<file path="src/hw/rtl/ahlt_pkg.sv">
// shared types and constants for the arp host learning table
package ahlt_pkg;

    localparam int TABLE_DEPTH = 64;
    localparam int IDX_W       = $clog2(TABLE_DEPTH);
    localparam int CNT_W       = $clog2(TABLE_DEPTH + 1);

    localparam logic [15:0] ARP_TYPE = 16'h0806;

    typedef struct packed {
        logic [15:0] frame_type;
        logic [31:0] src_ip;
        logic [47:0] src_mac;
        logic [31:0] now_seconds;
    } ahlt_in_t;

    typedef struct packed {
        logic       hit;
        logic [5:0] entry_index;
        logic [6:0] host_total;
        logic       dropped_full;
    } ahlt_out_t;

    typedef struct packed {
        logic load;
        logic scan;
        logic decide;
        logic commit;
    } ahlt_cmd_t;

    typedef struct packed {
        logic is_arp;
        logic match;
        logic miss;
        logic out_free;
    } ahlt_sts_t;

endpackage

</file>
<file path="src/hw/rtl/ahlt_ctrl.sv">
// controller state machine for the arp host learning table
module ahlt_ctrl
(
    input  logic              clk,
    input  logic              rst_n,
    input  logic              in_valid,
    output logic              in_ready,
    input  ahlt_pkg::ahlt_sts_t sts,
    output ahlt_pkg::ahlt_cmd_t cmd
);
    import ahlt_pkg::*;

    typedef enum logic [2:0] {
        ST_IDLE   = 3'b001,
        ST_SEARCH = 3'b010,
        ST_FINISH = 3'b100
    } state_t;

    state_t state_reg;
    state_t state_next;

    always_ff @(posedge clk or negedge rst_n)
    begin
        if (!rst_n)
        begin
            state_reg <= ST_IDLE;
        end
        else
        begin
            state_reg <= state_next;
        end
    end

    always_comb
    begin
        state_next = state_reg;
        cmd        = '0;
        in_ready   = 1'b0;
        case (state_reg)
            ST_IDLE:
            begin
                in_ready = 1'b1;
                cmd.load = in_valid;
                if (in_valid && sts.is_arp)
                begin
                    state_next = ST_SEARCH;
                end
            end
            ST_SEARCH:
            begin
                cmd.scan = 1'b1;
                if (sts.match || sts.miss)
                begin
                    cmd.decide = 1'b1;
                    state_next = ST_FINISH;
                end
            end
            ST_FINISH:
            begin
                if (sts.out_free)
                begin
                    cmd.commit = 1'b1;
                    state_next = ST_IDLE;
                end
            end
            default:
            begin
                state_next = ST_IDLE;
            end
        endcase
    end

endmodule

</file>
<file path="src/hw/rtl/ahlt_dp.sv">
// datapath for the arp host learning table: host stores, scan pointer, result register
module ahlt_dp
(
    input  logic                clk,
    input  logic                rst_n,
    input  ahlt_pkg::ahlt_in_t  in_data,
    input  ahlt_pkg::ahlt_cmd_t cmd,
    output ahlt_pkg::ahlt_sts_t sts,
    output logic                out_valid,
    input  logic                out_ready,
    output ahlt_pkg::ahlt_out_t out_data
);
    import ahlt_pkg::*;

    logic [31:0] ip_mem   [TABLE_DEPTH];
    logic [47:0] mac_mem  [TABLE_DEPTH];
    logic [31:0] seen_mem [TABLE_DEPTH];

    ahlt_in_t   word_reg;
    logic [CNT_W-1:0] count_reg;
    logic [CNT_W-1:0] ptr_reg;
    logic [IDX_W-1:0] cmp_idx_reg;
    logic             cmp_valid_reg;
    logic [31:0]      rd_ip_reg;
    logic             res_hit_reg;
    logic [IDX_W-1:0] res_slot_reg;
    logic             out_valid_reg;
    ahlt_out_t        out_reg;

    logic             issue;
    logic             full;
    logic             match;
    logic [CNT_W-1:0] count_next;
    ahlt_out_t        out_next;

    assign issue = cmd.scan && (ptr_reg < count_reg);
    assign full  = (count_reg == CNT_W'(TABLE_DEPTH));
    assign match = cmp_valid_reg && (rd_ip_reg == word_reg.src_ip);

    assign sts.is_arp   = (in_data.frame_type == ARP_TYPE);
    assign sts.match    = match;
    assign sts.miss     = !match && (ptr_reg == count_reg);
    assign sts.out_free = !out_valid_reg || out_ready;

    // table read, one entry per cycle
    always_ff @(posedge clk)
    begin
        rd_ip_reg <= ip_mem[ptr_reg[IDX_W-1:0]];
        if (cmd.commit)
        begin
            if (res_hit_reg)
            begin
                seen_mem[res_slot_reg] <= word_reg.now_seconds;
            end
            else if (!full)
            begin
                ip_mem[count_reg[IDX_W-1:0]]   <= word_reg.src_ip;
                mac_mem[count_reg[IDX_W-1:0]]  <= word_reg.src_mac;
                seen_mem[count_reg[IDX_W-1:0]] <= word_reg.now_seconds;
            end
        end
    end

    always_ff @(posedge clk)
    begin
        if (cmd.load)
        begin
            word_reg <= in_data;
        end
        if (issue)
        begin
            cmp_idx_reg <= ptr_reg[IDX_W-1:0];
        end
        if (cmd.decide)
        begin
            res_hit_reg  <= match;
            res_slot_reg <= cmp_idx_reg;
        end
        if (cmd.commit)
        begin
            out_reg <= out_next;
        end
    end

    always_comb
    begin
        count_next            = count_reg;
        out_next.hit          = res_hit_reg;
        out_next.entry_index  = 6'(res_slot_reg);
        out_next.dropped_full = 1'b0;
        if (!res_hit_reg)
        begin
            if (full)
            begin
                out_next.entry_index  = '0;
                out_next.dropped_full = 1'b1;
            end
            else
            begin
                out_next.entry_index = 6'(count_reg[IDX_W-1:0]);
                count_next           = count_reg + 1'b1;
            end
        end
        out_next.host_total = 7'(count_next);
    end

    always_ff @(posedge clk or negedge rst_n)
    begin
        if (!rst_n)
        begin
            count_reg     <= '0;
            ptr_reg       <= '0;
            cmp_valid_reg <= 1'b0;
            out_valid_reg <= 1'b0;
        end
        else
        begin
            if (cmd.load)
            begin
                ptr_reg <= '0;
            end
            else if (issue)
            begin
                ptr_reg <= ptr_reg + 1'b1;
            end
            cmp_valid_reg <= issue;
            if (cmd.commit)
            begin
                count_reg     <= count_next;
                out_valid_reg <= 1'b1;
            end
            else if (out_ready)
            begin
                out_valid_reg <= 1'b0;
            end
        end
    end

    assign out_valid = out_valid_reg;
    assign out_data  = out_reg;

    a_count_bound: assert property (@(posedge clk) disable iff (!rst_n)
        count_reg <= CNT_W'(TABLE_DEPTH))
        else $error("host count above table depth");

    a_commit_free: assert property (@(posedge clk) disable iff (!rst_n)
        cmd.commit |-> (!out_valid_reg || out_ready))
        else $error("result overwritten before taken");

    a_count_hold: assert property (@(posedge clk) disable iff (!rst_n)
        !cmd.commit |=> $stable(count_reg))
        else $error("host count changed without commit");

    a_cmp_in_range: assert property (@(posedge clk) disable iff (!rst_n)
        cmp_valid_reg |-> (CNT_W'(cmp_idx_reg) < count_reg))
        else $error("compare on entry beyond host count");

endmodule

</file>
<file path="src/hw/rtl/arp_host_learning_table_core.sv">
// top level of the arp host learning table
//
//  channel  direction  handshake             word
//  in       input      in_valid / in_ready   frame_type, src_ip, src_mac, now_seconds
//  out      output     out_valid / out_ready hit, entry_index, host_total, dropped_full
//
// an arp word is searched from entry 0 up to the first match or to the host count: one table
// entry is compared per cycle through the single read port of the ip store, then the result
// is committed
// non-arp words are taken without a search and give no result
// reset clears the host count and the handshake state; stores are not cleared
// a waiting result does not block the next input; a search that ends while the
// previous result is still held waits for out_ready
module arp_host_learning_table_core
(
    input  logic                clk,
    input  logic                rst_n,
    input  logic                in_valid,
    output logic                in_ready,
    input  ahlt_pkg::ahlt_in_t  in_data,
    output logic                out_valid,
    input  logic                out_ready,
    output ahlt_pkg::ahlt_out_t out_data
);
    import ahlt_pkg::*;

    ahlt_cmd_t cmd;
    ahlt_sts_t sts;

    ahlt_ctrl u_ctrl
    (
        .clk      (clk),
        .rst_n    (rst_n),
        .in_valid (in_valid),
        .in_ready (in_ready),
        .sts      (sts),
        .cmd      (cmd)
    );

    ahlt_dp u_dp
    (
        .clk       (clk),
        .rst_n     (rst_n),
        .in_data   (in_data),
        .cmd       (cmd),
        .sts       (sts),
        .out_valid (out_valid),
        .out_ready (out_ready),
        .out_data  (out_data)
    );

endmodule

</file>
<file path="config.mk">
export PLATFORM = sky130hd
export DESIGN_NAME = arp_host_learning_table_core
export DESIGN_NICKNAME = d
export VERILOG_FILES = /design/src/hw/rtl/ahlt_pkg.sv /design/src/hw/rtl/ahlt_ctrl.sv /design/src/hw/rtl/ahlt_dp.sv /design/src/hw/rtl/arp_host_learning_table_core.sv
export SDC_FILE = /design/constraint.sdc
export NUM_CORES = 2
export LEC_CHECK = 0
export ABC_AREA = 1
export BUFFER_PORTS_ARGS = -buffer_cell sky130_fd_sc_hd__buf_2
export CORE_UTILIZATION = 40
export CTS_CLUSTER_DIAMETER = 30
export CTS_CLUSTER_SIZE = 20
export DETAILED_ROUTE_END_ITERATION = 8
export HOLD_SLACK_MARGIN = 0.08
export PLACE_DENSITY_LB_ADDON = 0.2
export SLEW_MARGIN = 15
export SYNTH_ARGS = -nofsm -noshare
export SYNTH_HDL_FRONTEND = slang
export SYNTH_SLANG_ARGS = --single-unit
</file>
<file path="constraint.sdc">
create_clock -name clk -period 4.2 [get_ports clk]
set_clock_uncertainty 0.1 [all_clocks]
set_input_delay 0.63 -clock clk [delete_from_list [all_inputs] [get_ports clk]]
set_output_delay 0.63 -clock clk [all_outputs]
set_load 0.005 [all_outputs]
</file>
* Word-level counts from Yosys, hierarchy flattened *
Memory sizes are Yosys's and may differ from the RTL's. A register that Yosys moved wholly into a read port is not among the register bits.
Cells that the tools add are included.

operators by class
  $add $sub $neg = 2
  $lt $le $gt $ge = 1
  equality and inequality tests = 10
  multiplexer cells = 23
  reductions and logical operators = 11

operator list
  kind                                                                number
  32-bit == test                                                      1
  7-bit 2-to-1 mux                                                    4
  16-bit by 12-bit == test with 1-bit output (second input constant)  1
  7-bit by 1-bit adder with 7-bit output (second input constant)      2
  1-bit 2-to-1 mux                                                    12
  6-bit 2-to-1 mux                                                    2
  3-bit 2-to-1 mux                                                    3
  3-bit one-hot mux with 3 select lines                               1
  7-bit == test                                                       1
  7-bit == test (second input constant)                               1
  7-bit less-than comparator                                          1
  1-bit logical AND                                                   4
  2-bit by 1-bit != test with 1-bit output (second input constant)    2
  2-bit nonzero test                                                  2
  3-bit by 1-bit == test with 1-bit output (second input constant)    1
  3-bit by 2-bit == test with 1-bit output (second input constant)    1
  3-bit == test (second input constant)                               1
  3-bit AND reduction                                                 1
  1-bit zero test                                                     2
  1-bit logical OR                                                    2
  2-bit 2-to-1 mux                                                    1
  2-bit != test (second input constant)                               1

storage, ports and cells
  bits in registers = 79
  RAM bits = 2048
  bits of input ports = 132
  output and inout bits = 17
  logic and storage cells = 61
  memories kept = 1

memory list
  name         words  bits a word  rd ports  clocked after memory_dff  wr ports  line           source
  u_dp.ip_mem  64     32           1         1                         1         ahlt_dp.sv:15  logic [31:0] ip_mem [TABLE_DEPTH];

* Depth between registers and ports, before layout *
  depth after elaboration = 10
  mapped depth = 16

* Hierarchy *
A second synthesis with hierarchy kept.

unflattened totals
  cells, all modules = 8503
  area, all modules = 90645.7 µm²

modules (own cells, without submodules)
  module     times used  cells an instance  area each (µm²)  sequential area each (µm²)
  ahlt_dp    1           8475               90450.5          64341.7
  ahlt_ctrl  1           28                 195.2            76.3

* Worst setup path before layout *
OpenSTA, ideal clock, no wires.

  kind = register to register
  from = register u_dp.count_reg[0]
  to = memory u_dp.ip_mem[10][0], enable pin
  arrival time = 2.867 ns
  data required time = 3.679 ns
  setup slack = 0.811 ns
  stages on the path, launching flop included = 9
  path buffers = 0
  cell sequence = dfrtp_1 -> inv_1 -> ha_1 -> nor3b_1 -> nand3_1 -> nand3_1 -> nor2_1 -> nand3_1 -> nor2_1

on the way
  longest elaborated chain between the ends = 5

RTL lines
  what                           line            source
  start, declared                ahlt_dp.sv:20   logic [CNT_W-1:0] count_reg;
  start signal, assigned         ahlt_dp.sv:129  count_reg <= count_next;
  7-bit == test                  ahlt_dp.sv:37   assign full = (count_reg == CNT_W'(TABLE_DEPTH));
  1-bit 2-to-1 mux (4 in a row)  -
  end, declared                  ahlt_dp.sv:15

Parallel ways exist; a longest one is shown, timed or not.

* Worst setup path after layout *
  from = register u_dp.count_reg[1]
  to = memory u_dp.ip_mem[2][9], enable pin

Same word-level chain as after synthesis.

==> results.sh <==
export IMPL_power_density_mw_per_mm2=701
export IMPL_status="finished, final reports clean"
export IMPL_fin_crit_ns=3.38
export IMPL_cpPeakStageDelay_ns=0.63
export IMPL_wirelength_um=268000
export IMPL_cts_sinks=2159
export IMPL_dp_cells=9804
export IMPL_grt_setup_unrepaired="false"
export IMPL_worst_slew_pin_slew_ns=1.21
export IMPL_cap_viol_max_count=0
export IMPL_clkTransAtPathRegs_ns=0.05
export IMPL_fillers=18400
export IMPL_cts_buffer_depth=4
export IMPL_portBuffers=68
export IMPL_cp_end_kind="flop"
export IMPL_final_cell_mix="edfxtp_1, nor2_1, o21ai_0"
export IMPL_cts_made_buffers=464
export IMPL_route_detailed_drc=0
export IMPL_wire_per_inst_um=25.0
export IMPL_ys_seq_area_share_pct=74.4
export IMPL_critPathMostFrequentCell="nand3_1"
export IMPL_total_power_w=0.0751
export IMPL_min_period_over_period_pct=80.4
export IMPL_grt_first_pass_wirelength_um=384000
export IMPL_intPower_w=0.0529
export IMPL_hold_path_class="in -> reg"
export IMPL_switching_share_pct=29.5
export IMPL_synthToLayoutAreaGrowth_pct=23.6
export IMPL_final_seq_area_sq_mm=0.0644
export IMPL_cts_tree="yes"
export IMPL_finalInstanceArea_sq_mm=0.107
export IMPL_avgSynthCellArea_sq_um=12.2
export IMPL_setup_viol=0
export IMPL_die_y_um=467
export IMPL_post_cts_resized=0
export IMPL_drive_above_1_share_pct=14.1
export IMPL_placement_cell_area_sq_mm=0.0912
export IMPL_p_switching_w=0.0222
export IMPL_grt_pass1_vias=55200
export IMPL_synth_edf_count=2108
export IMPL_antenna_found_initial=16
export IMPL_htreeDepth=5
export IMPL_drt_iter0_markers=6965
export IMPL_final_common_cell="edfxtp_1"
export IMPL_path_cells="inv_1 -> ha_1 -> nor3b_1 -> nand3_1 -> nand3_1 -> nor2_1 -> nand3_1 -> buf_4 -> nor2_4 -> buf_12"
export IMPL_peakVddDrop_v=0.000461
export IMPL_dieArea_sq_mm=0.218
export IMPL_grt_max_degree=124
export IMPL_p_leak_nw=37.4
export IMPL_gp_congestion=0.894
export IMPL_die_x_um=467
export IMPL_multi_input_area_sq_mm=0.0198
export IMPL_core_region_area_sq_mm=0.215
export IMPL_worstPathArrival_ns=3.86
export IMPL_tns_ns=0
export IMPL_crit_fanout=20
export IMPL_p_seq_share_pct=33.8
export IMPL_io_pins=149
export IMPL_grtUsageTotal_pct=24.3
export IMPL_viasPerCell=5.42
export IMPL_worstPathRequired_ns=4.68
export IMPL_p_clk_share_pct=47.3
export IMPL_fmax_ghz=0.296
export IMPL_nets=7616
export IMPL_final_hold_viol_count=0
export IMPL_firstDrtPassIters=6
export IMPL_dp_hpwl_um=147000
export IMPL_syn_inst=7079
export IMPL_clockRootBuffer="clkbuf_16"
export IMPL_ys_async_sr_fraction_pct=0.880
export IMPL_crit_buf_inv=3
export IMPL_initial_utilization_pct=40.3
export IMPL_via_count=57900
export IMPL_insertion_delay_ns=0.98
export IMPL_ys_ff_latch=2159
export IMPL_gr_total_overflow=0
export IMPL_yosys_cell_types_count=36
export IMPL_slew_headroom_pct=19.6
export IMPL_synth_nets=7222
export IMPL_final_core_util_pct=49.8
export IMPL_synth_main_ff_cell="edfxtp_1"
export IMPL_crit_family="simple AND/OR/NAND/NOR gates"
export IMPL_comb_power_share_pct=18.9
export IMPL_ys_warn_count=0
export IMPL_rows=170
export IMPL_cpMaxStageDelayCell="nor2_4"
export IMPL_fin_cells=10700
export IMPL_path_class="reg -> reg"
export IMPL_cp_start_kind="flop"
export IMPL_largest_reg_flops=2048
export IMPL_antenna_left=0
export IMPL_syn_area_sq_mm=0.0866
export IMPL_drv_slew=0
## final cells by class
cell class / count / area share [%]
Tap cell: 2838 / 3.32
Timing Repair Buffer: 359 / 3.03
Clock inverter: 291 / 3.04
Antenna cell: 5 / 0.0117
Clock buffer: 548 / 11.3
Inverter: 167 / 0.614
Multi-Input combinational cell: 4322 / 18.5
Sequential cell: 2159 / 60.2
## routing by layer
metal | global-route usage (%) | wire length (um) | vias to the layer above
met4 | 7.51 | 6660 | 2
met5 | 0 | 13 | -
met3 | 4.98 | 23900 | 378
li1 | - | - | 26100
met2 | 37.6 | 122000 | 2551
met1 | 34.3 | 115000 | 28800
## what timing repair did
action / CTS / global route
endpoints found under the hold margin: 56 / 0
buffers inserted: 0 / 0
hold buffers: 40 / 0
## path summary, 6_finish.rpt
check	depth (start not counted)	slack, ns	startpoint	end
setup / recovery	10	0.82	u_dp.count_reg[1]$_DFFE_PN0P_	u_dp.ip_mem[2][9]$_DFFE_PP_
setup reg to reg	10	0.82	u_dp.count_reg[1]$_DFFE_PN0P_	u_dp.ip_mem[2][9]$_DFFE_PP_
min in group asynchronous	3	0.56	rst_n	u_dp.count_reg[5]$_DFFE_PN0P_
hold reg to reg	0	0.32	u_dp.cmp_idx_reg[5]$_DFFE_PP_	u_dp.res_slot_reg[5]$_DFFE_PP_
hold / removal	2	0.27	in_data[87]	u_dp.word_reg[87]$_DFFE_PP_
max in group asynchronous	4	2.08	rst_n	u_dp.out_valid$_DFFE_PN0P_
## metrics by stage
| step | hold slack (ns) | worst slack (ns) |
|---|---|---|
| 2_1_floorplan | 0.234 | 0.811 |
| 3_3_place_gp | 0.308 | 0.963 |
| 3_5_place_dp | 0.308 | 0.920 |
| 4_1_cts | 0.202 | 0.868 |
| 5_1_grt | 0.232 | 0.676 |
| 6_report | 0.266 | 0.822 |
## logic make-up after synthesis
kind of cell,after synthesis,share of synthesized area [%]
and+or+nand+nor,2884,13.1
xor gates and xnor gates,18,0.182
DFF,2159,74.4
AOI/OAI and AO/OA,1409,8.82
adders and majority gates,11,0.159
buffers and inverters,598,3.33
## cell usage after synthesis (all sizes together) (32+ instances only)
| cell type | number | share of area (%) |
|---|---|---|
| edfxtp | 2108 | 73 |
| nor2 | 1740 | 7.5 |
| o21ai | 1076 | 6.2 |
| nand2 | 765 | 3.3 |
| nand3 | 329 | 1.9 |
| buf | 229 | 1.7 |
| o211ai | 206 | 1.8 |
| clkbuf | 202 | 0.88 |
| inv | 145 | 0.63 |
| a21oi | 75 | 0.43 |
| o22ai | 42 | 0.30 |
| dfxtp | 32 | 0.74 |
## power by group through the flow
stage               registers (W)  logic (W)  clock network (W)
finish                     0.0254     0.0142             0.0355
global route               0.0253     0.0155             0.0369
CTS                        0.0253     0.0141             0.0359
detailed placement         0.0257     0.0140                  0
global placement           0.0257     0.0139                  0
floorplan                  0.0258    0.00826                  0
(Power assumes the default switching activity.)
